--- src/hdl/ppws_pkg.sv ---
`timescale 1ns / 1ps
`default_nettype none

package ppws_pkg;

    // Field widths.
    localparam int WIDTH_W  = 23;
    localparam int MEAN_W   = 17;
    localparam int SPEED_W  = 24;
    localparam int COUNT_W  = 4;
    localparam int SUM_W    = 20;
    localparam int GAIN_W   = 20;
    localparam int OFFSET_W = 16;

    // Configuration port.
    localparam int APB_AW = 3;
    localparam int APB_DW = 32;

    // Register indexes, taken from paddr[2].
    localparam logic REG_GAIN   = 1'b0;
    localparam logic REG_OFFSET = 1'b1;

    localparam logic [GAIN_W-1:0]   GAIN_RESET   = 20'd52363;
    localparam logic [OFFSET_W-1:0] OFFSET_RESET = 16'd281;

    localparam int WINDOW_READINGS_DEF = 8;

    // Frequency in mHz is FREQ_NUM / width; it lies in 100..100000 mHz
    // exactly when the width lies in WIDTH_MIN..WIDTH_MAX.
    localparam int DIV_N_W = 29;
    localparam int DIV_D_W = WIDTH_W;
    localparam logic [DIV_N_W-1:0] FREQ_NUM  = 29'd500000000;
    localparam logic [WIDTH_W-1:0] WIDTH_MIN = 23'd5000;
    localparam logic [WIDTH_W-1:0] WIDTH_MAX = 23'd5000000;
    localparam logic [MEAN_W-1:0]  FREQ_MAX  = 17'd100000;

    // Speed: floor(acc * 36 / 655360) = floor(floor(acc * 9 / 2^15) / 5).
    // The divide by five is a multiply by a rounded-up reciprocal and a
    // shift, which is exact for any dividend of up to 32 bits.
    localparam int ACC_W       = 38;
    localparam int SCALE_SHIFT = 15;
    localparam int SCALED_W    = 27;
    localparam int RECIP_W     = 32;
    localparam logic [RECIP_W-1:0] DIV5_RECIP = 32'hCCCCCCCD;
    localparam int DIV5_SHIFT  = 34;

    localparam int QUEUE_DEPTH = 4;
    localparam int QUEUE_AW    = 2;

    typedef struct packed {
        logic [WIDTH_W-1:0] width;
        logic               in_range;
        logic               last;
    } t_job;

    typedef struct packed {
        logic [GAIN_W-1:0]   gain;
        logic [OFFSET_W-1:0] offset;
    } t_cfg;

endpackage

`default_nettype wire

--- src/hdl/ppws_queue.sv ---
`timescale 1ns / 1ps
`default_nettype none

module ppws_queue (
    input  wire logic           i_clk,
    input  wire logic           i_rst_n,
    input  wire logic           i_push,
    input  ppws_pkg::t_job      i_job,
    input  wire logic           i_pop,
    output ppws_pkg::t_job      o_job,
    output logic                o_full,
    output logic                o_empty
);

    localparam int AW = ppws_pkg::QUEUE_AW;

    ppws_pkg::t_job r_mem [ppws_pkg::QUEUE_DEPTH];
    logic [AW-1:0]  r_wr;
    logic [AW-1:0]  r_rd;
    logic [AW:0]    r_count;
    logic           w_push;
    logic           w_pop;

    assign o_full  = (r_count == (AW+1)'(ppws_pkg::QUEUE_DEPTH));
    assign o_empty = (r_count == '0);
    assign o_job   = r_mem[r_rd];
    assign w_push  = i_push && !o_full;
    assign w_pop   = i_pop && !o_empty;

    always_ff @(posedge i_clk) begin
        if (w_push) begin
            r_mem[r_wr] <= i_job;
        end
    end

    always_ff @(posedge i_clk) begin
        if (!i_rst_n) begin
            r_wr    <= '0;
            r_rd    <= '0;
            r_count <= '0;
        end else begin
            if (w_push) begin
                r_wr <= r_wr + AW'(1);
            end
            if (w_pop) begin
                r_rd <= r_rd + AW'(1);
            end
            if (w_push && !w_pop) begin
                r_count <= r_count + (AW+1)'(1);
            end else if (w_pop && !w_push) begin
                r_count <= r_count - (AW+1)'(1);
            end
        end
    end

endmodule

`default_nettype wire

--- config.mk ---
export PLATFORM = sky130hd
export DESIGN_NAME = ppws_queue
export DESIGN_NICKNAME = d
export VERILOG_FILES = /design/src/hdl/ppws_pkg.sv /design/src/hdl/ppws_queue.sv
export SDC_FILE = /design/constraint.sdc
export NUM_CORES = 1
export LEC_CHECK = 0
export BUFFER_PORTS_ARGS = -buffer_cell sky130_fd_sc_hd__buf_4
export CAP_MARGIN = 10
export CORE_MARGIN = 2
export CORE_UTILIZATION = 55
export DETAILED_ROUTE_END_ITERATION = 6
export GPL_TIMING_DRIVEN = 0
export PLACE_DENSITY_LB_ADDON = 0.12
export SYNTH_ARGS = -nofsm -noshare
export SYNTH_HDL_FRONTEND = slang
export SYNTH_SLANG_ARGS = --single-unit
--- constraint.sdc ---
create_clock -name i_clk -period 5.5 [get_ports i_clk]
set_input_delay 0.55 -clock i_clk [delete_from_list [all_inputs] [get_ports i_clk]]
set_output_delay 0.55 -clock i_clk [all_outputs]
set_load 0.05 [all_outputs]
# == After elaboration in Yosys (flattened, before gate mapping) ==
# Memories as Yosys holds them, arrays and structs flattened. A register that Yosys moved wholly into a read port is not among the register bits.
# Index checks and enable logic that the tools add are counted.
# op_classes
n_addsub,4
n_eq_ne,1
n_mux,6
reduce_logical,10
# op_table
cell,count
$mux W3,2
$add A2 B1 Y2 const B,2
$logic_and A1 B1 Y1,4
$logic_not A1 Y1,4
$mux W2,2
$add A3 B1 Y3 const B,1
$eq A3 B3 Y1 const B,1
$logic_not A3 Y1,1
$sub A3 B1 Y3 const B,1
$mux W1,2
$reduce_bool A2 Y1,1
# word_totals
reg_bits,7
ramBits,100
input_bits,29
out_inout_bits,27
wordCells,25
n_memories,1
# mem_list
memory,words,width,rd,rd_clocked_by_memory_dff,write_ports,line,text
r_mem,4,25,1,1,1,ppws_queue.sv:17,ppws_pkg::t_job r_mem [ppws_pkg::QUEUE_DEPTH];

# == Depth between registers and ports, before layout ==
# Gate-level depths: netlist (run 1).
# depth
word_depth,7
mapped_depth,9
ltp_nobuf,8

# == Worst setup path after synthesis (run 1) ==
# Ideal clock, no wire load.
# synth_path
path_type,register to register
startpoint,register r_count[2]
endpoint,register r_count[2]
setup_ns,0.070
arrival_ns,2.296
required_ns,5.430
setup_slack_ns,3.134
stages_incl_launch_ff,10
n_path_buf,1
synth_period_minus_slack_ns,2.366
cell_sequence,dfxtp_1 > nor3b_2 > nor2b_1 > buf_6 > ha_1 > inv_1 > fa_1 > xor2_1 > or3_1 > a21boi_1
# synth_via
elab_chain_len,6
elab_cells_between_ends,15
classes_between,2 x add/sub; 1 x eq/ne; 2 x mux; 10 x reduce/logical
# synth_rtl
item,line,text
"start, declared",ppws_queue.sv:20,logic [AW:0] r_count;
"start signal, assigned",ppws_queue.sv:49,r_count <= r_count + (AW+1)'(1);
"start signal, assigned",ppws_queue.sv:51,r_count <= r_count - (AW+1)'(1);
$eq A3 B3 Y1 (*),ppws_queue.sv:24,assign o_full = (r_count == (AW+1)'(ppws_pkg::QUEUE_DEPTH));
named net o_full,ppws_queue.sv:11,"output logic o_full,"
$logic_not A1 Y1 (*),ppws_queue.sv:27,assign w_push = i_push && !o_full;
$logic_and A1 B1 Y1 (*),ppws_queue.sv:27,
named net w_push,ppws_queue.sv:21,logic w_push;
$logic_not A1 Y1,ppws_queue.sv:50,end else if (w_pop && !w_push) begin
$logic_and A1 B1 Y1,ppws_queue.sv:50,
$reduce_bool A2 Y1 (no source line),n/a,
# Mark *: on every way through the listed nets, which the timed path passes. The rest lies on a longest branch. The select of a mux whose other input is x is not followed.
# A chain may end at the register's enable or synchronous reset.

==> flow_results.xml, run 1 <==
<?xml version="1.0" encoding="UTF-8"?>
<metrics>
  <group name="sta">
    <metric name="clock.fmax" unit="MHz">436.1</metric>
    <metric name="final-max-slew-violation-count" unit="">0</metric>
    <metric name="hold_slack" unit="ps">388.8</metric>
    <metric name="finalHoldViolCount" unit="">0</metric>
    <metric name="finalCriticalPeriod" unit="ps">2293</metric>
    <metric name="min_period_over_period" unit="%">41.69</metric>
    <metric name="skew" unit="ps">10.55</metric>
    <metric name="timing.final.setup_violations" unit="">0</metric>
    <metric name="tns" unit="ps">0</metric>
    <metric name="rsz0062_at_grt" unit="">no</metric>
    <metric name="timing.slew.headroom" unit="%">47.16</metric>
    <metric name="worst_pin_slew" unit="ps">792.7</metric>
  </group>
  <group name="placed_design">
    <metric name="port_buffer_count" unit="">54</metric>
    <metric name="post-place-cells" unit="">336</metric>
    <metric name="place_congestion" unit="">0.6834</metric>
    <metric name="detailed_place_hpwl" unit="mm">4.135</metric>
  </group>
  <group name="route">
    <metric name="num_vias" unit="">1893</metric>
    <metric name="routed_wl" unit="mm">6.240</metric>
    <metric name="postRouteAntennaNets" unit="">0</metric>
    <metric name="route.detailed.vias_per_inst" unit="">5.378</metric>
    <metric name="detail_route.iter0.violations" unit="">136</metric>
    <metric name="dr.pass1.iters" unit="">5</metric>
    <metric name="route.detailed.wl_per_inst" unit="um">17.73</metric>
    <metric name="detail_route.drc_violations" unit="">0</metric>
  </group>
  <group name="layout">
    <metric name="most_frequent_cells_in_the_layout" unit="">100 x edfxtp_1, 54 x buf_4, 25 x mux4_2, 9 x dfxtp_1, 9 x clkbuf_8</metric>
    <metric name="final-instance-count-excl-fill" unit="">352</metric>
    <metric name="finalNetCount" unit="">283</metric>
    <metric name="layout.area.seq" unit="sq um">3183</metric>
    <metric name="area.growth.synth_to_final" unit="%">19.61</metric>
    <metric name="insertedDiodeCount" unit="">0</metric>
    <metric name="multi_input_area" unit="sq um">845.8</metric>
    <metric name="final.fill_count" unit="">485</metric>
    <metric name="layout.cells.most_common" unit="">edfxtp_1</metric>
    <metric name="layout-drive-gt1-share" unit="%">41.50</metric>
  </group>
  <group name="grt">
    <metric name="grt_remaining_overflow" unit="">0</metric>
    <metric name="grtUsageTotal" unit="%">16.16</metric>
    <metric name="vias_in_the_first_global_route" unit="">1923</metric>
    <metric name="pin_count_of_the_biggest_net_entering_global_routing" unit="">18</metric>
    <metric name="antenna_violations_before_repair" unit="">0</metric>
    <metric name="grt_pass1_wl" unit="mm">9.708</metric>
  </group>
  <group name="clock_tree">
    <metric name="ctsHoldBuffers" unit="">0</metric>
    <metric name="bufs_on_longest_clock_path" unit="">2</metric>
    <metric name="cts_resized" unit="">0</metric>
    <metric name="ctsRootBufferMaster" unit="">clkbuf_8</metric>
    <metric name="cts_num_sinks" unit="">109</metric>
    <metric name="worst_setup_hold_path_clk_slew" unit="ps">100</metric>
    <metric name="clock_tree_from_tritoncts" unit="">yes</metric>
    <metric name="cts_buffers" unit="">9</metric>
    <metric name="clkLatencyLatePin" unit="ps">350</metric>
    <metric name="post-cts-setup-buffer-count" unit="">0</metric>
    <metric name="htree_levels" unit="">3</metric>
  </group>
  <group name="critical_path">
    <metric name="rrSetupSlack" unit="ps">3320</metric>
    <metric name="critical_path_class" unit="">flop to output port</metric>
    <metric name="worst-endpoint-required" unit="ps">4950</metric>
    <metric name="worst-endpoint-arrival" unit="ps">1740</metric>
    <metric name="critPathCaptureType" unit="">output port</metric>
    <metric name="path_max_fanout" unit="">10</metric>
    <metric name="start_kind" unit="">flop</metric>
  </group>
  <group name="run">
    <metric name="total_of_max_cap_violations" unit="">0</metric>
  </group>
  <group name="synth">
    <metric name="ys_seq_area_share" unit="%">77.23</metric>
    <metric name="yosysTopAreaCell" unit="">edfxtp_1</metric>
    <metric name="synth_cells" unit="">179</metric>
    <metric name="synth_top_cell_area_share" unit="%">72.86</metric>
    <metric name="ys_ff_latch" unit="">109</metric>
    <metric name="synth_cell_types" unit="">24</metric>
    <metric name="yosys-top-cells-area" unit="">edfxtp_1 73%, mux4_2 14%, dfxtp_1 4.4%</metric>
    <metric name="mappedNetlistArea" unit="sq um">4121</metric>
    <metric name="syn_avg_cell_area" unit="sq um">23.02</metric>
    <metric name="synth.net_count" unit="">214</metric>
    <metric name="yosys_warnings" unit="">0</metric>
  </group>
  <group name="power_and_ir_drop">
    <metric name="pwr_density_cell" unit="nW/um^2">484.4</metric>
    <metric name="peakVddDrop" unit="mV">0.3253</metric>
    <metric name="cellLeakagePower" unit="nW">1.688</metric>
  </group>
  <group name="die">
    <metric name="start_util" unit="%">56.82</metric>
    <metric name="die_x" unit="um">90.57</metric>
    <metric name="die_area" unit="sq um">8202</metric>
    <metric name="io_pins" unit="">56</metric>
    <metric name="core_region_area" unit="sq um">7253</metric>
    <metric name="vertical_die_dimension" unit="um">90.57</metric>
    <metric name="num_rows" unit="">31</metric>
  </group>
  <group name="run_status">
    <metric name="status" unit="">completed</metric>
  </group>
  <group name="worst_hold_path">
    <metric name="holdCritPathClass" unit="">input port to flop</metric>
  </group>
</metrics>
## Yosys cell counts (all sizes together)
cell,n
mux4,25
nor3b,1
inv,3
edfxtp,100
mux2i,3
buf,6
and2,8
ha,5
o21ai,1
dfxtp,9
xnor2,3
xor2,1
o31ai,1
nand2,4
nor2b,2
o311ai,1
clkbuf,2
a21boi,1
nor3,1
or3,1
fa,1
## worst paths after layout
kind / from / endpoint / depth (start not counted)
max: flop / o_job[24] / 4
min reg2reg: r_wr[1]$_SDFFE_PN0P_ / r_wr[1]$_SDFFE_PN0P_ / 2
max reg2reg: r_count[0]$_SDFFE_PN0P_ / r_count[2]$_SDFFE_PN0P_ / 9
min: i_job[24] / r_mem[1][24]$_DFFE_PP_ / 1
## worst max-delay path, cell delays in order (launching register included)
cell	delay (ps)
dfxtp_1	320
clkbuf_2	190
buf_2	310
mux4_2	360
buf_4	210
## report_power, final
part           internal (W)  total [W]  switching, W
registers           0.00101    0.00105     0.0000380
clock network      0.000166   0.000411      0.000245
logic              0.000369   0.000931      0.000562
total               0.00154    0.00239      0.000845
## per-stage QoR
step	setup WS (ps)	cell area (sq um)	total power, W	utilization [%]
2_1_floorplan	3134	4121	0.001746	-
3_3_place_gp	3098	4651	0.001975	64.12
3_5_place_dp	3289	4761	0.002009	65.64
4_1_cts	3154	4930	0.002418	67.97
5_1_grt	3107	4930	0.002492	67.97
6_report	3207	4930	0.002388	67.97
## flip-flops by register name, indices dropped and copies added (netlist names), named ones only
name	count
r_wr	2
r_count	3
r_mem	100
r_rd	2
## logic make-up after synthesis
kind of cell / synth area share, %
flops: 77.23
simple gates: 2.459
compound gates: 0.8196
fa+ha+maj: 2.004
buf+inv: 2.246
mux: 14.39
xor+xnor: 0.8502
## per-layer routing
layer  routed length (um)  global-route usage (%)  up-vias
met1                 2683                   20.92      980
met3                  226                   4.007        7
li1                     -                       -      863
met5                    0                       0        -
met2                 3255                   26.55       43
met4                   74                   6.538        0
## cell type report
class | instances | area share, %
Sequential cell | 109 | 64.57
Multi-Input combinational cell | 59 | 17.16
Timing Repair Buffer | 58 | 10.46
Clock buffer | 11 | 2.665
Tap cell | 99 | 2.513
Buffer | 8 | 1.650
Clock inverter | 5 | 0.7614
Inverter | 3 | 0.2284
Note: power is estimated with default switching activity, not from simulation.
==> run 2, diff against run 1 <==
--- a/config.mk
+++ b/config.mk
@@ -5,10 +5,11 @@
 export SDC_FILE = /design/constraint.sdc
 export NUM_CORES = 1
 export LEC_CHECK = 0
+export ABC_AREA = 1
 export BUFFER_PORTS_ARGS = -buffer_cell sky130_fd_sc_hd__buf_4
 export CAP_MARGIN = 10
 export CORE_MARGIN = 2
-export CORE_UTILIZATION = 55
+export CORE_UTILIZATION = 51
 export DETAILED_ROUTE_END_ITERATION = 6
 export GPL_TIMING_DRIVEN = 0
 export PLACE_DENSITY_LB_ADDON = 0.12
==> constraint.sdc (replaced) <==
create_clock -name i_clk -period 1.9 [get_ports i_clk]
set_input_delay 0.19 -clock i_clk [delete_from_list [all_inputs] [get_ports i_clk]]
set_output_delay 0.19 -clock i_clk [all_outputs]
set_load 0.05 [all_outputs]
==> run 2 against run 1 <==
  * Non-clock buffer count increased by 8
  * Clock skew decreased by 2.6 ps
  * Clock-buffer cell count is 1 lower
  * Hold slack got worse by 370 ps
  * Worst setup slack lost 3100 ps
  * Register-to-register slack got worse by 3200 ps
  * Area after synthesis rose by 2.6%
  * Routed wire length is 30% higher
  * Die area grew 10%
  * First-iteration DRC count decreased by 8.1%
==> flow_results.xml, run 2 <==
<?xml version="1.0" encoding="UTF-8"?>
<metrics>
  <group name="placed_design">
    <metric name="place_congestion" unit="">0.6792</metric>
    <metric name="port_buffer_count" unit="">55</metric>
    <metric name="place_area" unit="sq um">4837</metric>
    <metric name="detailed_place_hpwl" unit="mm">5.085</metric>
  </group>
  <group name="power_and_ir_drop">
    <metric name="pwr_density_cell" unit="nW/um^2">1409</metric>
    <metric name="peakVddDrop" unit="mV">0.6305</metric>
    <metric name="cellLeakagePower" unit="nW">1.843</metric>
  </group>
  <group name="route">
    <metric name="detail_route.drc_violations" unit="">0</metric>
    <metric name="postRouteAntennaNets" unit="">0</metric>
    <metric name="routed_wl" unit="mm">8.087</metric>
    <metric name="route.detailed.vias_per_inst" unit="">5.287</metric>
    <metric name="num_vias" unit="">2596</metric>
    <metric name="route.detailed.wl_per_inst" unit="um">16.47</metric>
    <metric name="dr.pass1.iters" unit="">4</metric>
    <metric name="detail_route.iter0.violations" unit="">125</metric>
  </group>
  <group name="grt">
    <metric name="grt_pass1_wl" unit="mm">12.40</metric>
    <metric name="pin_count_of_the_biggest_net_entering_global_routing" unit="">26</metric>
    <metric name="grt_remaining_overflow" unit="">0</metric>
    <metric name="vias_in_the_first_global_route" unit="">2504</metric>
    <metric name="antenna_violations_before_repair" unit="">0</metric>
    <metric name="grtUsageTotal" unit="%">19.04</metric>
  </group>
  <group name="layout">
    <metric name="insertedDiodeCount" unit="">0</metric>
    <metric name="most_frequent_cells_in_the_layout" unit="">100 x edfxtp_1, 66 x buf_4, 59 x nor2_1, 42 x o21ai_0, 25 x o22ai_1</metric>
    <metric name="largest_register_ffs" unit="">100</metric>
    <metric name="layout-drive-gt1-share" unit="%">26.42</metric>
    <metric name="final_area" unit="sq um">5035</metric>
    <metric name="finalNetCount" unit="">417</metric>
    <metric name="area.growth.synth_to_final" unit="%">19.02</metric>
    <metric name="biggestRegsByFlops" unit="">r_mem x100, r_count x3</metric>
    <metric name="largest-register" unit="">r_mem</metric>
    <metric name="layout.cells.most_common" unit="">edfxtp_1</metric>
  </group>
  <group name="critical_path">
    <metric name="worst-endpoint-arrival" unit="ps">1860</metric>
    <metric name="critPathCaptureType" unit="">flop</metric>
    <metric name="worst-endpoint-required" unit="ps">1970</metric>
    <metric name="start_kind" unit="">flop</metric>
    <metric name="path_max_fanout" unit="">14</metric>
    <metric name="critical_path_class" unit="">flop to flop</metric>
    <metric name="timing.rr.start" unit="">r_wr[0]$_SDFFE_PN0P_</metric>
    <metric name="worst_setup_path_startpoint" unit="">r_wr[0]$_SDFFE_PN0P_</metric>
  </group>
  <group name="synth">
    <metric name="synth_top_cell_area_share" unit="%">70.98</metric>
    <metric name="syn_avg_cell_area" unit="sq um">13.56</metric>
    <metric name="yosys-top-cells-area" unit="">edfxtp_1 71%, nor2_1 5.6%, o21ai_0 5.1%</metric>
    <metric name="ys_async_sr_fraction" unit="%">0</metric>
    <metric name="synth.net_count" unit="">347</metric>
    <metric name="ys_flop_type" unit="">edfxtp_1</metric>
    <metric name="synth_enable_flop_cells" unit="">100</metric>
    <metric name="synth_cell_types" unit="">21</metric>
    <metric name="yosys_warnings" unit="">0</metric>
    <metric name="mappedNetlistArea" unit="sq um">4230</metric>
    <metric name="synth_commonest_cells" unit="">100 x edfxtp_1, 63 x nor2_1, 43 x o21ai_0, 25 x o22ai_1, 15 x inv_1</metric>
    <metric name="ys_seq_area_share" unit="%">75.24</metric>
    <metric name="yosysTopAreaCell" unit="">edfxtp_1</metric>
    <metric name="ys_ff_latch" unit="">109</metric>
    <metric name="yosys.cell_count.top_type" unit="">edfxtp_1</metric>
    <metric name="synth_cells" unit="">312</metric>
  </group>
  <group name="clock_tree">
    <metric name="bufs_on_longest_clock_path" unit="">2</metric>
    <metric name="cts_num_sinks" unit="">109</metric>
    <metric name="clock_tree_from_tritoncts" unit="">yes</metric>
    <metric name="worst_setup_hold_path_clk_slew" unit="ps">100</metric>
    <metric name="cts_buffers" unit="">9</metric>
    <metric name="ctsHoldBuffers" unit="">0</metric>
    <metric name="ctsRootBufferMaster" unit="">clkbuf_8</metric>
    <metric name="clkLatencyLatePin" unit="ps">360</metric>
    <metric name="htree_levels" unit="">3</metric>
  </group>
  <group name="sta">
    <metric name="clock.fmax" unit="MHz">558.8</metric>
    <metric name="timing.slew.headroom" unit="%">42.79</metric>
    <metric name="timing.final.setup_violations" unit="">0</metric>
    <metric name="rsz0062_at_grt" unit="">yes</metric>
    <metric name="hold_slack" unit="ps">19.22</metric>
    <metric name="min_period_over_period" unit="%">94.19</metric>
    <metric name="finalCriticalPeriod" unit="ps">1790</metric>
    <metric name="tns" unit="ps">0</metric>
    <metric name="finalHoldViolCount" unit="">0</metric>
    <metric name="worst_pin_slew" unit="ps">856.1</metric>
    <metric name="skew" unit="ps">7.994</metric>
    <metric name="final-max-slew-violation-count" unit="">0</metric>
  </group>
  <group name="die">
    <metric name="start_util" unit="%">52.01</metric>
    <metric name="core_region_area" unit="sq um">8134</metric>
    <metric name="die_area" unit="sq um">9039</metric>
    <metric name="die_x" unit="um">95.08</metric>
    <metric name="io_pins" unit="">56</metric>
    <metric name="vertical_die_dimension" unit="um">95.08</metric>
    <metric name="num_rows" unit="">33</metric>
  </group>
  <group name="worst_hold_path">
    <metric name="holdCritPathClass" unit="">input port to flop</metric>
    <metric name="worstHoldStart" unit="">i_job[5]</metric>
  </group>
  <group name="run">
    <metric name="total_of_max_cap_violations" unit="">0</metric>
  </group>
  <group name="run_status">
    <metric name="status" unit="">completed</metric>
  </group>
</metrics>
run 2: cell type report:
cell class | instances | area [sq um]
buffer | 15 | 122.6
clock buffer | 10 | 127.6
clock inverter | 5 | 28.78
fill | 622 | 3099
inverter | 18 | 70.07
multi-input combinational | 170 | 894.6
sequential | 109 | 3189
tap | 105 | 131.4
timing repair buffer | 59 | 470.5
run 2: routing by layer:
| layer | track usage (%) | part of all wire [%] | vias to the layer above |
|---|---|---|---|
| met1 | 24.97 | 42 | 1244 |
| met4 | 6.643 | 1.3 | 0 |
| met2 | 31.63 | 50 | 77 |
| li1 | - | - | 1266 |
| met3 | 4.111 | 6.1 | 9 |
| met5 | 0 | 0 | - |
run 2: report_power, final:
part / internal [W] / switching [W] / leakage (nW) / total [W]
logic: 0.000871 / 0.00201 / 0.776 / 0.00288
clock network: 0.000462 / 0.000725 / 0.0756 / 0.00119
registers: 0.00293 / 0.000106 / 0.992 / 0.00303
total: 0.00426 / 0.00284 / 1.84 / 0.00710
run 2: stage by stage:
stage,worst slack (ps),instances,utilization [%],power [W]
after detailed placement,-27.21,474,59.47,0.005933
after floorplan,-192.9,312,-,0.005037
after CTS,5.781,489,61.51,0.007104
after global placement,-1089,472,58.70,0.005863
final,110.3,491,61.90,0.007096
after global routing,-2.029,491,61.90,0.007447
run 2: final timing paths:
kind,endpoint,slack (ps),cells after the start
worst max-delay path,r_mem[2][9]$_DFFE_PP_,110,5
worst min-delay path,r_mem[3][5]$_DFFE_PP_,20,1
worst max register to register,r_mem[2][9]$_DFFE_PP_,110,5
worst min register to register,flop,490,2
run 2: kinds of logic (layout without fill, tap and decap cells):
group                      count (synthesis)  count (layout)  share of synthesized area, %
and+or+nand+nor                           84              84                         7.956
AOI/OAI and AO/OA                         79              79                         10.09
xor gates and xnor gates                   1               1                        0.2071
adders and majority gates                  6               6                         1.952
DFF                                      109             109                         75.24
buffers and inverters                     33             107                         4.555
run 2: worst max-delay path: stages (launching register included):
cell and delay (ps):
dfxtp_1 360, inv_1 90, ha_1 150, inv_1 50, nor2_2 620, buf_16 230
run 2: repair_timing:
item / 4_1_cts / 5_1_grt
pin swaps: 0 / 3
resized for setup: 2 / 7
endpoints found under the setup margin: 29 / 45
buffers inserted: 0 / 2
