## src/hdl/ppws_pkg.sv

```systemverilog
`timescale 1ns / 1ps
`default_nettype none

package ppws_pkg;

    // Field widths.
    localparam int WIDTH_W  = 23;
    localparam int MEAN_W   = 17;
    localparam int SPEED_W  = 24;
    localparam int COUNT_W  = 4;
    localparam int SUM_W    = 20;
    localparam int GAIN_W   = 20;
    localparam int OFFSET_W = 16;

    // Configuration port.
    localparam int APB_AW = 3;
    localparam int APB_DW = 32;

    // Register indexes, taken from paddr[2].
    localparam logic REG_GAIN   = 1'b0;
    localparam logic REG_OFFSET = 1'b1;

    localparam logic [GAIN_W-1:0]   GAIN_RESET   = 20'd52363;
    localparam logic [OFFSET_W-1:0] OFFSET_RESET = 16'd281;

    localparam int WINDOW_READINGS_DEF = 8;

    // Frequency in mHz is FREQ_NUM / width; it lies in 100..100000 mHz
    // exactly when the width lies in WIDTH_MIN..WIDTH_MAX.
    localparam int DIV_N_W = 29;
    localparam int DIV_D_W = WIDTH_W;
    localparam logic [DIV_N_W-1:0] FREQ_NUM  = 29'd500000000;
    localparam logic [WIDTH_W-1:0] WIDTH_MIN = 23'd5000;
    localparam logic [WIDTH_W-1:0] WIDTH_MAX = 23'd5000000;
    localparam logic [MEAN_W-1:0]  FREQ_MAX  = 17'd100000;

    // Speed: floor(acc * 36 / 655360) = floor(floor(acc * 9 / 2^15) / 5).
    // The divide by five is a multiply by a rounded-up reciprocal and a
    // shift, which is exact for any dividend of up to 32 bits.
    localparam int ACC_W       = 38;
    localparam int SCALE_SHIFT = 15;
    localparam int SCALED_W    = 27;
    localparam int RECIP_W     = 32;
    localparam logic [RECIP_W-1:0] DIV5_RECIP = 32'hCCCCCCCD;
    localparam int DIV5_SHIFT  = 34;

    localparam int QUEUE_DEPTH = 4;
    localparam int QUEUE_AW    = 2;

    typedef struct packed {
        logic [WIDTH_W-1:0] width;
        logic               in_range;
        logic               last;
    } t_job;

    typedef struct packed {
        logic [GAIN_W-1:0]   gain;
        logic [OFFSET_W-1:0] offset;
    } t_cfg;

endpackage

`default_nettype wire

```

## src/hdl/ppws_if.sv

```systemverilog
`timescale 1ns / 1ps
`default_nettype none

interface ppws_in_if;
    logic                           valid;
    logic                           ready;
    logic [ppws_pkg::WIDTH_W-1:0]   pulse_width_us;

    modport source (output valid, output pulse_width_us, input ready);
    modport sink (input valid, input pulse_width_us, output ready);
endinterface


`default_nettype wire

```

## src/hdl/ppws_front.sv

```systemverilog
`timescale 1ns / 1ps
`default_nettype none

module ppws_front #(
    parameter int WINDOW_READINGS = ppws_pkg::WINDOW_READINGS_DEF
) (
    input  wire logic         i_clk,
    input  wire logic         i_rst_n,
    ppws_in_if.sink           i_pulse,
    input  wire logic         i_full,
    output ppws_pkg::t_job    o_job,
    output logic              o_push
);

    localparam int IDX_W = (WINDOW_READINGS > 1) ? $clog2(WINDOW_READINGS) : 1;
    localparam logic [IDX_W-1:0] IDX_LAST = IDX_W'(WINDOW_READINGS - 1);

    logic [IDX_W-1:0] r_idx;
    logic [IDX_W-1:0] n_idx;
    logic             w_accept;
    logic             w_last;
    logic             w_in_range;

    assign i_pulse.ready = !i_full;
    assign w_accept      = i_pulse.valid && !i_full;
    assign w_last        = (r_idx == IDX_LAST);
    assign w_in_range    = (i_pulse.pulse_width_us >= ppws_pkg::WIDTH_MIN)
                        && (i_pulse.pulse_width_us <= ppws_pkg::WIDTH_MAX);

    // Out-of-range readings only matter when they close a window.
    assign o_push         = w_accept && (w_in_range || w_last);
    assign o_job.width    = i_pulse.pulse_width_us;
    assign o_job.in_range = w_in_range;
    assign o_job.last     = w_last;

    assign n_idx = w_last ? '0 : r_idx + IDX_W'(1);

    always_ff @(posedge i_clk) begin
        if (!i_rst_n) begin
            r_idx <= '0;
        end else if (w_accept) begin
            r_idx <= n_idx;
        end
    end

endmodule

`default_nettype wire

```

## src/flat_wrapper.sv

```systemverilog
// flat-port wrapper written by rule: the top's interface ports become plain ports
module ppws_front_flat 
#(
    parameter int WINDOW_READINGS = ppws_pkg::WINDOW_READINGS_DEF
)
  (i_clk, i_rst_n, i_full, o_job, o_push, i_pulse_valid, i_pulse_pulse_width_us, i_pulse_ready);
  ppws_in_if i_pulse_i ();
  input  wire logic i_clk;
  input  wire logic i_rst_n;
  input  wire logic i_full;
  output ppws_pkg::t_job o_job;
  output logic o_push;
  input wire logic [$bits(i_pulse_i.valid)-1:0] i_pulse_valid;
  input wire logic [$bits(i_pulse_i.pulse_width_us)-1:0] i_pulse_pulse_width_us;
  output wire logic [$bits(i_pulse_i.ready)-1:0] i_pulse_ready;
  assign i_pulse_i.valid = i_pulse_valid;
  assign i_pulse_i.pulse_width_us = i_pulse_pulse_width_us;
  assign i_pulse_ready = i_pulse_i.ready;
  ppws_front #(.WINDOW_READINGS(WINDOW_READINGS)) u_core (.i_clk(i_clk), .i_rst_n(i_rst_n), .i_pulse(i_pulse_i), .i_full(i_full), .o_job(o_job), .o_push(o_push));
endmodule
```

## config.mk

```make
export PLATFORM = sky130hd
export DESIGN_NAME = ppws_front_flat
export DESIGN_NICKNAME = d
export VERILOG_FILES = /design/src/hdl/ppws_pkg.sv /design/src/hdl/ppws_if.sv /design/src/hdl/ppws_front.sv /design/src/flat_wrapper.sv
export SDC_FILE = /design/constraint.sdc
export NUM_CORES = 1
export LEC_CHECK = 0
export BUFFER_PORTS_ARGS = -buffer_cell sky130_fd_sc_hd__buf_2
export CORE_ASPECT_RATIO = 0.9
export CORE_MARGIN = 1.5
export CORE_UTILIZATION = 30
export DETAILED_ROUTE_END_ITERATION = 8
export GPL_ROUTABILITY_DRIVEN = 1
export MAX_ROUTING_LAYER = met4
export PLACE_DENSITY = 0.73
export SKIP_CTS_REPAIR_TIMING = 1
export SLEW_MARGIN = 30
export SYNTH_ARGS = -nofsm -noshare
export SYNTH_HDL_FRONTEND = slang
export SYNTH_SLANG_ARGS = --single-unit
```

## constraint.sdc

```tcl
create_clock -name i_clk -period 1.7 [get_ports i_clk]
set_input_delay 0.34 -clock i_clk [delete_from_list [all_inputs] [get_ports i_clk]]
set_output_delay 0.34 -clock i_clk [all_outputs]
set_load 0.01 [all_outputs]
```

## Word-level counts from Yosys, hierarchy flattened

Index checks and enable logic that the tools add are counted.

- Register bits after elaboration: 3
- Logic and storage cells: 11
- Output and inout port bits: 27
- Input bits: 27

- Add/sub/neg operators: 1
- $lt $le $gt $ge: 2
- Reductions and logical operators: 5
- Equality and inequality tests: 1
- Multiplexer cells: 1

Operator list:

| operator | number |
|---|---|
| greater-or-equal comparator 23 x 13 -> 1 bit (second input constant) | 1 |
| <= comparator 23 bit (second input constant) | 1 |
| adder 3 x 1 -> 3 bit (second input constant) | 1 |
| equality test 3 bit (second input constant) | 1 |
| logical AND 1 bit | 3 |
| 2-to-1 mux 3 bit | 1 |
| zero test 1 bit | 1 |
| logical OR 1 bit | 1 |

## Depth between registers and ports, before layout

Gate-level depths: netlist of run 1.

- Depth in word-level cells: 4
- Gate-level depth with buffers: 5

## Worst setup path after synthesis of run 1

Ideal clock, no wire load.

- Path type: input to output
- Start: input port i_pulse_pulse_width_us[9]
- End: output port o_job[1] (netlist bit)
- Arrival: 1,385 ps
- Stages on the path: 5
- Path slack: -25 ps
- Data required time: 1,360 ps
- Path through: nand2_1 > or4_4 > nor4_4 > o22a_1 > buf_4

- Cells in the longest elaborated chain, start to end: 2
- Elaborated cells on any way between the ends: 3
- Those cells by class: 2 x order compare; 1 x reduce/logical

RTL lines:

| item | line | source |
|---|---|---|
| start: declaration | flat_wrapper.sv:14 | `input wire logic [$bits(i_pulse_i.pulse_width_us)-1:0] i_pulse_pulse_width_us;` |
| greater-or-equal comparator 23 x 13 -> 1 bit / <= comparator 23 bit (equally long branches) | ppws_front.sv:27, ppws_front.sv:28 |  |
| logical AND 1 bit (*) | ppws_front.sv:28 | `&& (i_pulse.pulse_width_us <= ppws_pkg::WIDTH_MAX);` |
| end: declaration | flat_wrapper.sv:11 | `output ppws_pkg::t_job o_job;` |

Mark *: on every way between the ends. The rest lies on a longest branch, timed or not.

## Final worst setup path of run 1

- Start: input port i_pulse_pulse_width_us[9]
- End: output port o_push

- Cells in the longest elaborated chain, start to end: 4
- Elaborated cells on any way between the ends: 5
- Those cells by class: 2 x order compare; 3 x reduce/logical

RTL lines:

| item | line | source |
|---|---|---|
| greater-or-equal comparator 23 x 13 -> 1 bit / <= comparator 23 bit (equally long branches) | ppws_front.sv:27, ppws_front.sv:28 |  |
| logical AND 1 bit (*) | ppws_front.sv:28 |  |
| logical OR 1 bit (*) | ppws_front.sv:31 | `assign o_push = w_accept && (w_in_range \|\| w_last);` |
| logical AND 1 bit (*) | ppws_front.sv:31 |  |
| end: declaration | flat_wrapper.sv:12 | `output logic o_push;` |

Marks and branches as above.

==> metrics.txt, run 1 <==
# TYPE chip_impl_metric gauge
chip_impl_metric{name="overflow",unit=""} 0
chip_impl_info{name="unrepaired_setup_endpoints_after_global_routing",value="yes"} 1
chip_impl_metric{name="max_freq",unit="GHz"} 0.548
chip_impl_metric{name="setup_viol",unit=""} 2
chip_impl_metric{name="fraction_of_the_yosys_area_taken_by_sequential_cells",unit="%"} 11.7
chip_impl_metric{name="finClkSkew",unit="ns"} 0.00148
chip_impl_metric{name="cts_max_path_buffers",unit=""} 2
chip_impl_metric{name="worst_pin_slew",unit="ns"} 0.269
chip_impl_metric{name="numPortBuffers",unit=""} 53
chip_impl_info{name="path_cells",value="buf_2, nand2_1, or4_4, nor4_4, o311a_1, buf_2"} 1
chip_impl_metric{name="hold_viol",unit=""} 0
chip_impl_info{name="hold_class",value="in -> reg"} 1
chip_impl_metric{name="htree_depth",unit=""} 1
chip_impl_metric{name="detailedRoute.firstPassIterationCount",unit=""} 4
chip_impl_info{name="largest_area_contributor_in_the_netlist",value="buf_4"} 1
chip_impl_metric{name="num-nets-final",unit=""} 141
chip_impl_metric{name="synthesis.yosys.warnings",unit=""} 0
chip_impl_metric{name="syn-mean-instance-area",unit="µm²"} 7.89
chip_impl_metric{name="final_core_utilization",unit="%"} 53.7
chip_impl_metric{name="vias_in_the_first_global_route",unit=""} 483
chip_impl_info{name="failed_checks",value="negative setup slack"} 1
chip_impl_metric{name="slew_viol_final",unit=""} 0
chip_impl_info{name="slowest_stage",value="or4_4"} 1
chip_impl_metric{name="drc_errors",unit=""} 0
chip_impl_metric{name="drt_wl_total",unit="µm"} 1390
chip_impl_metric{name="ant_nets",unit=""} 0
chip_impl_metric{name="worst_skew_pair_latency",unit="ns"} 0.23
chip_impl_metric{name="power.leakage",unit="nW"} 0.414
chip_impl_metric{name="initial_core_util",unit="%"} 33.6
chip_impl_metric{name="clock-sinks",unit=""} 3
chip_impl_metric{name="whs",unit="ns"} 0.342
chip_impl_metric{name="pre_cts_ws",unit="ns"} -0.245
chip_impl_info{name="setup.worst_path.start_class",value="input pin"} 1
chip_impl_metric{name="irDropWorstVdd",unit="mV"} 0.258
chip_impl_metric{name="core_region_area",unit="µm²"} 1530
chip_impl_info{name="largestRegisters",value="u_core.r_idx x3"} 1
chip_impl_metric{name="boundaryPins",unit=""} 54
chip_impl_metric{name="synth_top_area_share",unit="%"} 36.6
chip_impl_info{name="synth_area_leaders",value="buf_4, dfxtp_1, mux2i_1, ha_1, nor2b_1"} 1
chip_impl_metric{name="fin_total_pwr",unit="µW"} 357
chip_impl_metric{name="via_count",unit=""} 595
chip_impl_metric{name="number_of_storage_elements_in_the_synthesis_netlist",unit=""} 3
chip_impl_metric{name="critical_path.max_fanout",unit=""} 3
chip_impl_info{name="status",value="finished with violations"} 1
chip_impl_metric{name="antenna_found_initial",unit=""} 0
chip_impl_metric{name="floorplan.rows",unit=""} 13
chip_impl_metric{name="maximum_capacitance_violations",unit=""} 0
chip_impl_metric{name="max_slew_margin",unit="%"} 82.0
chip_impl_metric{name="totalNegativeSetupSlack",unit="ns"} -0.230
chip_impl_info{name="cts_tree",value="done"} 1
chip_impl_metric{name="detail_route.iter0.violations",unit=""} 7
chip_impl_metric{name="wire_per_inst",unit="µm"} 10.4
chip_impl_metric{name="global_route.usage.total",unit="%"} 13.1
chip_impl_metric{name="slowest_delay",unit="ns"} 0.49
chip_impl_metric{name="largest_reg_flops",unit=""} 3
chip_impl_metric{name="post-route-period-util",unit="%"} 107
chip_impl_info{name="cts.root.buffer_cell",value="clkbuf_4"} 1
chip_impl_metric{name="gp_routability_congestion",unit=""} 0.714
chip_impl_metric{name="powerDensity",unit="nW/µm²"} 435
chip_impl_metric{name="routed_via_density",unit=""} 4.47
chip_impl_metric{name="grt_first_pass_wirelength",unit="µm"} 1840
chip_impl_metric{name="hpwl",unit="µm"} 1180
chip_impl_info{name="setup.worst_path.class",value="in -> out"} 1
chip_impl_metric{name="synth_fp_nets",unit=""} 94
chip_impl_metric{name="area_delta_synth_final",unit="%"} 60.0
chip_impl_metric{name="cts-buffers-inserted",unit=""} 3
chip_impl_metric{name="share_of_post_route_cells_with_drive_strength_above_1",unit="%"} 73.0
chip_impl_metric{name="floorplan.die_area",unit="µm²"} 1970
chip_impl_metric{name="die_y",unit="µm"} 42.2
chip_impl_metric{name="dieWidth",unit="µm"} 46.6
chip_impl_metric{name="diodes",unit=""} 0
chip_impl_info{name="worst_setup_path_end_kind",value="output pin"} 1
chip_impl_metric{name="finalCriticalPeriod",unit="ns"} 1.83
chip_impl_metric{name="synthesized_cell_area",unit="µm²"} 513
chip_impl_metric{name="cts.clk_slew.worst_paths",unit="ns"} 0.04
chip_impl_metric{name="synth_cell_types",unit=""} 23
chip_impl_metric{name="layout_setup_ws",unit="ns"} -0.125
chip_impl_info{name="crit_path_frequent_cell",value="buf_2"} 1
chip_impl_info{name="top_register",value="u_core.r_idx"} 1
chip_impl_metric{name="worst-endpoint-required",unit="ns"} 1.36
chip_impl_metric{name="critPathArrivalTime",unit="ns"} 1.49
chip_impl_metric{name="synthesized_netlist_cell_count",unit=""} 65
chip_impl_metric{name="grt_start_max_net_pins",unit=""} 5
chip_impl_metric{name="cp_num_buf_inv",unit=""} 2
chip_impl_info{name="worst_path_dominant_cell_family",value="simple AND/OR/NAND/NOR gates"} 1
## through the flow
step           cells  area [µm²]
2_1_floorplan     65         513
3_3_place_gp     129         723
3_5_place_dp     129         723
4_1_cts          133         749
5_1_grt          133         821
6_report         133         821
## cells by family (layout without fill, tap and decap cells)
group | Yosys count | in the layout | synth area share [%]
compound gates | 8 | 8 | 11.7
fa+ha+maj | 2 | 2 | 4.88
buf+inv | 26 | 72 | 37.3
flops | 3 | 3 | 11.7
mux | 3 | 3 | 5.85
simple gates | 23 | 23 | 28.5
## cells in the final DEF (no fill, tap or decap), types with 2 or more instances in the layout
| cell | instances |
|---|---|
| dfxtp_1 | 2 |
| ha_4 | 2 |
| nor3_1 | 2 |
| o211ai_1 | 2 |
| buf_2 | 52 |
| nand2_1 | 5 |
| mux2i_1 | 3 |
| nor2b_1 | 4 |
| nor4_4 | 2 |
| clkbuf_4 | 3 |
| buf_4 | 15 |
| nor2_1 | 2 |
## where the power goes
group	switching, mW	internal (mW)
Sequential	0.00308	0.0739
Clock	0.0360	0.0879
Combinational	0.0749	0.0816
## worst reg2reg max path, delay by kind of cell (launching register included)
family	cells	cell delay [ns]
fa+ha+maj	2	0.28
mux	1	0.17
simple gates	2	0.11
flops	1	0.35
## routing by layer
metal / global-route usage [%] / vias up / share of wire, %
li1: - / 301 / -
met1: 12.8 / 252 / 38
met2: 24.2 / 40 / 50
met3: 1.29 / 2 / 11
met4: 6.86 / 0 / 0.94
met5: - / - / 0
## layout make-up
type | count | area [µm²]
Timing Repair Buffer | 67 | 373
Tap cell | 22 | 27.5
Inverter | 1 | 3.75
Sequential cell | 3 | 61.3
Fill cell | 155 | 708
Clock buffer | 4 | 26.3
Multi-Input combinational cell | 36 | 329
## synthesized netlist by cell type (all sizes together)
library cell / number
ha: 2
dfxtp: 3
o311ai: 1
nand2: 6
inv: 1
nor3: 3
or4: 1
buf: 25
o21ai: 1
nand3b: 1
mux2i: 3
o211ai: 2
or3: 1
o311a: 1
o31ai: 1
nor2: 2
nor4: 3
o22a: 1
a21oi: 1
nor4b: 1
nand4b: 1
nor2b: 4
## final timing paths
check                           cells after the start                      start              end  slack [ns]
worst max-delay path                                6  i_pulse_pulse_width_us[9]           o_push       -0.13
worst min-delay path                                2                    i_rst_n  u_core.r_idx[2]        0.34
worst max register to register                      5            u_core.r_idx[1]  u_core.r_idx[0]        0.68
worst min register to register                      2            u_core.r_idx[1]  u_core.r_idx[1]        0.56
Note: power is estimated with default switching activity, not from simulation.
==> run 2: changes to the inputs <==
HOLD_SLACK_MARGIN = 0.08   (was not set)
MAX_ROUTING_LAYER = not set   (was met4)
clock period = 1.5 ns   (was 1.7 ns; I/O delays follow)
==> metrics.txt, run 2 (synthesized netlist as in run 1, its figures left out) <==
# TYPE chip_impl_metric gauge
chip_impl_metric{name="slew_viol_final",unit=""} 0
chip_impl_metric{name="power.clock.fraction",unit="%"} 34.0
chip_impl_metric{name="num-nets-final",unit=""} 140
chip_impl_info{name="worst_setup_path_end_kind",value="output pin"} 1
chip_impl_info{name="failed_checks",value="negative setup slack"} 1
chip_impl_metric{name="met2_wirelength",unit="µm"} 681
chip_impl_metric{name="power_frac_seq",unit="%"} 21.4
chip_impl_metric{name="worst_skew_pair_latency",unit="ns"} 0.23
chip_impl_metric{name="boundaryPins",unit=""} 54
chip_impl_metric{name="detailedRoute.firstPassIterationCount",unit=""} 3
chip_impl_metric{name="max_freq",unit="GHz"} 0.566
chip_impl_info{name="worstReg2RegStart",value="u_core.r_idx[1]"} 1
chip_impl_metric{name="design_area",unit="µm²"} 831
chip_impl_metric{name="share_of_post_route_cells_with_drive_strength_above_1",unit="%"} 72.7
chip_impl_metric{name="diodes",unit=""} 0
chip_impl_info{name="hold_path_startpoint",value="i_rst_n"} 1
chip_impl_metric{name="power.leakage",unit="nW"} 0.423
chip_impl_metric{name="drc_errors",unit=""} 0
chip_impl_metric{name="gp_routability_congestion",unit=""} 0.709
chip_impl_info{name="highest_count_cells_in_the_layout_ignoring_fill_and_taps",value="buf_2, buf_4, nand2_1, buf_6, nor2b_1"} 1
chip_impl_metric{name="powerDensity",unit="nW/µm²"} 489
chip_impl_info{name="cts_tree",value="done"} 1
chip_impl_metric{name="area_delta_synth_final",unit="%"} 62.0
chip_impl_info{name="slowest_stage",value="or3_1"} 1
chip_impl_metric{name="combinational_share_of_power",unit="%"} 44.6
chip_impl_metric{name="placed_area",unit="µm²"} 721
chip_impl_metric{name="htree_depth",unit=""} 1
chip_impl_metric{name="reg2reg_slack",unit="ns"} 0.42
chip_impl_info{name="top_layer",value="met3"} 1
chip_impl_metric{name="vias_in_the_first_global_route",unit=""} 511
chip_impl_metric{name="met3_wirelength_from_detailed_routing",unit="µm"} 132
chip_impl_metric{name="post-route-period-util",unit="%"} 118
chip_impl_metric{name="critical_path.max_fanout",unit=""} 3
chip_impl_metric{name="layout_setup_ws",unit="ns"} -0.265
chip_impl_metric{name="floorplan.rows",unit=""} 13
chip_impl_metric{name="drt_wl_total",unit="µm"} 1320
chip_impl_info{name="crit_path_frequent_cell",value="ha_4"} 1
chip_impl_metric{name="routed_via_density",unit=""} 4.53
chip_impl_metric{name="finClkSkew",unit="ns"} 0.00324
chip_impl_metric{name="cts_max_path_buffers",unit=""} 2
chip_impl_metric{name="clock-sinks",unit=""} 3
chip_impl_info{name="largestRegisters",value="u_core.r_idx x3"} 1
chip_impl_metric{name="core_region_area",unit="µm²"} 1530
chip_impl_metric{name="largest_reg_flops",unit=""} 3
chip_impl_info{name="setup.worst_path.start_class",value="flip-flop"} 1
chip_impl_info{name="hold_class",value="in -> reg"} 1
chip_impl_info{name="cts.root.buffer_cell",value="clkbuf_4"} 1
chip_impl_metric{name="slowest_delay",unit="ns"} 0.34
chip_impl_metric{name="power.switching_fraction",unit="%"} 30.6
chip_impl_metric{name="critPathArrivalTime",unit="ns"} 1.47
chip_impl_metric{name="internal-power",unit="µW"} 282
chip_impl_info{name="layout_commonest_cell",value="buf_2"} 1
chip_impl_metric{name="whs",unit="ns"} 0.306
chip_impl_metric{name="hpwl",unit="µm"} 1150
chip_impl_metric{name="grt_start_max_net_pins",unit=""} 6
chip_impl_metric{name="via_count",unit=""} 598
chip_impl_metric{name="irDropWorstVdd",unit="mV"} 0.331
chip_impl_metric{name="detail_route.wirelength.met1",unit="µm"} 506
chip_impl_metric{name="maximum_capacitance_violations",unit=""} 0
chip_impl_metric{name="totalNegativeSetupSlack",unit="ns"} -0.432
chip_impl_info{name="unrepaired_setup_endpoints_after_global_routing",value="yes"} 1
chip_impl_metric{name="die_y",unit="µm"} 42.2
chip_impl_info{name="status",value="finished with violations"} 1
chip_impl_metric{name="cts-buffers-inserted",unit=""} 3
chip_impl_metric{name="ant_nets",unit=""} 0
chip_impl_metric{name="overflow",unit=""} 0
chip_impl_metric{name="numPortBuffers",unit=""} 53
chip_impl_metric{name="wire_per_inst",unit="µm"} 10.0
chip_impl_info{name="setup.worst_path.start",value="u_core.r_idx[1]"} 1
chip_impl_metric{name="detail_route.iter0.violations",unit=""} 3
chip_impl_metric{name="dieWidth",unit="µm"} 46.6
chip_impl_metric{name="global_route.usage.total",unit="%"} 12.6
chip_impl_metric{name="antenna_found_initial",unit=""} 0
chip_impl_metric{name="worst-endpoint-required",unit="ns"} 1.20
chip_impl_metric{name="finalCriticalPeriod",unit="ns"} 1.77
chip_impl_metric{name="p_sw",unit="µW"} 124
chip_impl_metric{name="hold_viol",unit=""} 0
chip_impl_info{name="path_cells",value="ha_4, ha_4, or3_1, o311a_1, buf_2"} 1
chip_impl_metric{name="max_slew_margin",unit="%"} 77.1
chip_impl_metric{name="floorplan.die_area",unit="µm²"} 1970
chip_impl_info{name="top_register",value="u_core.r_idx"} 1
chip_impl_metric{name="setup_viol",unit=""} 2
chip_impl_info{name="setup.worst_path.class",value="reg -> out"} 1
chip_impl_metric{name="final_core_utilization",unit="%"} 54.3
chip_impl_metric{name="cts.clk_slew.worst_paths",unit="ns"} 0.04
chip_impl_metric{name="grt_first_pass_wirelength",unit="µm"} 1860
chip_impl_metric{name="worst_pin_slew",unit="ns"} 0.337
chip_impl_metric{name="initial_core_util",unit="%"} 33.6
run 2: cell types whose count changed in the layout (fill, tap and decap cells not counted), moves of 2 or more:
cell,before,now
nor4_1,0,2
buf_6,0,5
buf_2,52,48
buf_4,15,13
run 2: metrics by stage:
| step | power, mW | instances | worst slack [ns] |
|---|---|---|---|
| 6_report | 0.406 | 132 | -0.265 |
| 5_1_grt | 0.442 | 132 | -0.313 |
| 4_1_cts | 0.395 | 132 | -0.365 |
| 3_5_place_dp | 0.251 | 128 | -0.308 |
| 3_3_place_gp | 0.247 | 128 | -0.309 |
| 2_1_floorplan | 0.185 | 65 | -0.0278 |
run 2: critical path: cells and delay by family, from the launching register on:
family                     cells  cell delay (ns)
and+or+nand+nor                1             0.34
buffers and inverters          1             0.14
DFF                            1             0.32
adders and majority gates      2             0.31
AOI/OAI and AO/OA              1             0.12
run 2: cell type report:
class | instances | area [µm²]
Tap cell | 22 | 27.5
Multi-Input combinational cell | 36 | 317
Fill cell | 148 | 698
Clock buffer | 4 | 26.3
Inverter | 1 | 3.75
Timing Repair Buffer | 66 | 394
Sequential cell | 3 | 62.6
run 2: power groups by stage:
stage	registers (mW)	clock network, mW	logic (mW)
final	0.0869	0.138	0.181
after global routing	0.0871	0.158	0.198
after CTS	0.0848	0.144	0.166
after detailed placement	0.0861	0	0.165
after global placement	0.0859	0	0.161
after floorplan	0.0861	0	0.0990
run 2: worst paths after layout:
path	to	cells after the start
max	o_push	5
min	u_core.r_idx[0]	2
max reg2reg	u_core.r_idx[0]	6
min reg2reg	u_core.r_idx[1]	2
run 2: per-layer routing:
layer,vias up,track usage [%]
met5,-,0
met4,0,5.14
met3,0,1.29
met2,33,25.6
met1,265,11.8
li1,300,-
==> run 3: changes to the inputs <==
PLACE_DENSITY = 0.81   (was 0.73)
==> metrics.txt, run 3 (synthesized netlist as in run 1, its figures left out) <==
# TYPE chip_impl_metric gauge
chip_impl_info{name="status",value="finished with violations"} 1
chip_impl_info{name="failed_checks",value="negative setup slack"} 1
chip_impl_metric{name="finClkSkew",unit="ns"} 0.000985
chip_impl_metric{name="fill_cells",unit=""} 154
chip_impl_metric{name="pre_cts_ws",unit="ns"} -0.317
chip_impl_metric{name="power.leakage",unit="nW"} 0.423
chip_impl_metric{name="max_freq",unit="GHz"} 0.567
chip_impl_metric{name="clock-sinks",unit=""} 3
chip_impl_info{name="setup.worst_path.start_class",value="flip-flop"} 1
chip_impl_metric{name="numPortBuffers",unit=""} 53
chip_impl_metric{name="reg2regPathDepth",unit=""} 6
chip_impl_metric{name="routed_via_density",unit=""} 4.61
chip_impl_metric{name="share_of_post_route_cells_with_drive_strength_above_1",unit="%"} 77.1
chip_impl_metric{name="cts-buffers-inserted",unit=""} 3
chip_impl_metric{name="die_y",unit="µm"} 42.2
chip_impl_info{name="highest_count_cells_in_the_layout_ignoring_fill_and_taps",value="buf_2, buf_4, nand2_1, buf_6, nor2b_1"} 1
chip_impl_metric{name="setup_viol",unit=""} 2
chip_impl_info{name="cts_tree",value="done"} 1
chip_impl_metric{name="cts_max_path_buffers",unit=""} 2
chip_impl_metric{name="critPathArrivalTime",unit="ns"} 1.46
chip_impl_metric{name="cp_num_buf_inv",unit=""} 1
chip_impl_info{name="slowest_stage",value="or3_1"} 1
chip_impl_info{name="largestRegisters",value="u_core.r_idx x3"} 1
chip_impl_metric{name="worst-endpoint-required",unit="ns"} 1.20
chip_impl_info{name="path_cells",value="ha_4, ha_4, or3_1, o311a_1, buf_2"} 1
chip_impl_info{name="worst_path_dominant_cell_family",value="simple AND/OR/NAND/NOR gates"} 1
chip_impl_metric{name="grt_first_pass_wirelength",unit="µm"} 1950
chip_impl_metric{name="worst_pin_slew",unit="ns"} 0.270
chip_impl_metric{name="slew_viol_final",unit=""} 0
chip_impl_metric{name="gp_routability_congestion",unit=""} 0.658
chip_impl_info{name="setup.worst_path.class",value="reg -> out"} 1
chip_impl_metric{name="cts.clk_slew.worst_paths",unit="ns"} 0.04
chip_impl_info{name="top_register",value="u_core.r_idx"} 1
chip_impl_metric{name="diodes",unit=""} 0
chip_impl_metric{name="global_route.usage.total",unit="%"} 13.5
chip_impl_info{name="worst_setup_path_end_kind",value="output pin"} 1
chip_impl_metric{name="num-nets-final",unit=""} 139
chip_impl_metric{name="placed_area",unit="µm²"} 706
chip_impl_info{name="crit_path_frequent_cell",value="ha_4"} 1
chip_impl_metric{name="cp.depth",unit=""} 5
chip_impl_metric{name="overflow",unit=""} 0
chip_impl_metric{name="boundaryPins",unit=""} 54
chip_impl_metric{name="grt_start_max_net_pins",unit=""} 6
chip_impl_metric{name="hpwl",unit="µm"} 1160
chip_impl_metric{name="detail_route.iter0.violations",unit=""} 4
chip_impl_metric{name="floorplan.rows",unit=""} 13
chip_impl_metric{name="floorplan.die_area",unit="µm²"} 1970
chip_impl_info{name="cts.root.buffer_cell",value="clkbuf_4"} 1
chip_impl_metric{name="largest_reg_flops",unit=""} 3
chip_impl_metric{name="whs_path_depth",unit=""} 2
chip_impl_metric{name="powerDensity",unit="nW/µm²"} 484
chip_impl_metric{name="vias_in_the_first_global_route",unit=""} 545
chip_impl_metric{name="wire_per_inst",unit="µm"} 11.7
chip_impl_metric{name="design_area",unit="µm²"} 870
chip_impl_metric{name="max_slew_margin",unit="%"} 82.0
chip_impl_metric{name="initial_core_util",unit="%"} 33.6
chip_impl_metric{name="maximum_capacitance_violations",unit=""} 0
chip_impl_info{name="unrepaired_setup_endpoints_after_global_routing",value="yes"} 1
chip_impl_metric{name="dieWidth",unit="µm"} 46.6
chip_impl_metric{name="area_delta_synth_final",unit="%"} 69.5
chip_impl_metric{name="via_count",unit=""} 604
chip_impl_metric{name="drc_errors",unit=""} 0
chip_impl_info{name="layout_commonest_cell",value="buf_2"} 1
chip_impl_metric{name="core_region_area",unit="µm²"} 1530
chip_impl_metric{name="layout_setup_ws",unit="ns"} -0.265
chip_impl_metric{name="detailedRoute.firstPassIterationCount",unit=""} 3
chip_impl_metric{name="slowest_delay",unit="ns"} 0.34
chip_impl_metric{name="drt_wl_total",unit="µm"} 1530
chip_impl_metric{name="hold_viol",unit=""} 0
chip_impl_metric{name="finalCriticalPeriod",unit="ns"} 1.76
chip_impl_metric{name="critical_path.max_fanout",unit=""} 3
chip_impl_info{name="hold_class",value="in -> reg"} 1
chip_impl_metric{name="ant_nets",unit=""} 0
chip_impl_metric{name="htree_depth",unit=""} 1
chip_impl_metric{name="irDropWorstVdd",unit="mV"} 0.267
chip_impl_metric{name="post-route-period-util",unit="%"} 118
chip_impl_metric{name="worst_skew_pair_latency",unit="ns"} 0.23
chip_impl_metric{name="antenna_found_initial",unit=""} 0
## run 3: layout make-up
| class | instances | area, µm² | area share, % |
|---|---|---|---|
| Clock buffer | 4 | 26.3 | 3.02 |
| Multi-Input combinational cell | 36 | 363 | 41.7 |
| Timing Repair Buffer | 65 | 387 | 44.5 |
| Tap cell | 22 | 27.5 | 3.17 |
| Inverter | 1 | 3.75 | 0.432 |
| Sequential cell | 3 | 62.6 | 7.19 |
## run 3: worst reg2reg max path, stage by stage (launching register included)
cell and delay [ns]:
dfxtp_2 0.33, ha_4 0.16, ha_4 0.15, buf_4 0.12, nor2_1 0.08, mux2i_1 0.08
nor2b_1 0.10
## run 3: routing by layer
layer / track usage [%] / routed length (µm) / up-vias / share of wire [%]
li1: - / - / 295 / -
met1: 11.5 / 556 / 274 / 36
met2: 26.9 / 821 / 33 / 54
met3: 1.29 / 137 / 2 / 8.9
met4: 8.57 / 18 / 0 / 1.2
met5: 0 / 0 / - / 0
## run 3: final timing paths
kind,start,endpoint,slack [ns]
max,u_core.r_idx[1],o_push,-0.26
min,i_rst_n,u_core.r_idx[0],0.30
max reg2reg,u_core.r_idx[1],u_core.r_idx[0],0.41
min reg2reg,u_core.r_idx[1],u_core.r_idx[1],0.55
## run 3: report_power, final
part           internal, mW  leakage, nW  switching, mW
Combinational        0.0991        0.383         0.0938
Sequential           0.0840       0.0252        0.00302
Clock                0.0997       0.0150         0.0416
Total                 0.283        0.423          0.138
## run 3: per-stage QoR
| stage | TNS [ns] | total power [mW] | util (%) | hold slack [ns] | std cells |
|---|---|---|---|---|---|
| after floorplan | -0.0278 | 0.185 | - | 0.428 | 65 |
| after global routing | -0.599 | 0.451 | 56.9 | 0.310 | 131 |
| after detailed placement | -0.546 | 0.248 | 46.2 | 0.531 | 126 |
| final | -0.461 | 0.421 | 56.9 | 0.300 | 131 |
| after global placement | -0.486 | 0.243 | 46.2 | 0.503 | 126 |
| after CTS | -0.620 | 0.395 | 47.9 | 0.296 | 130 |
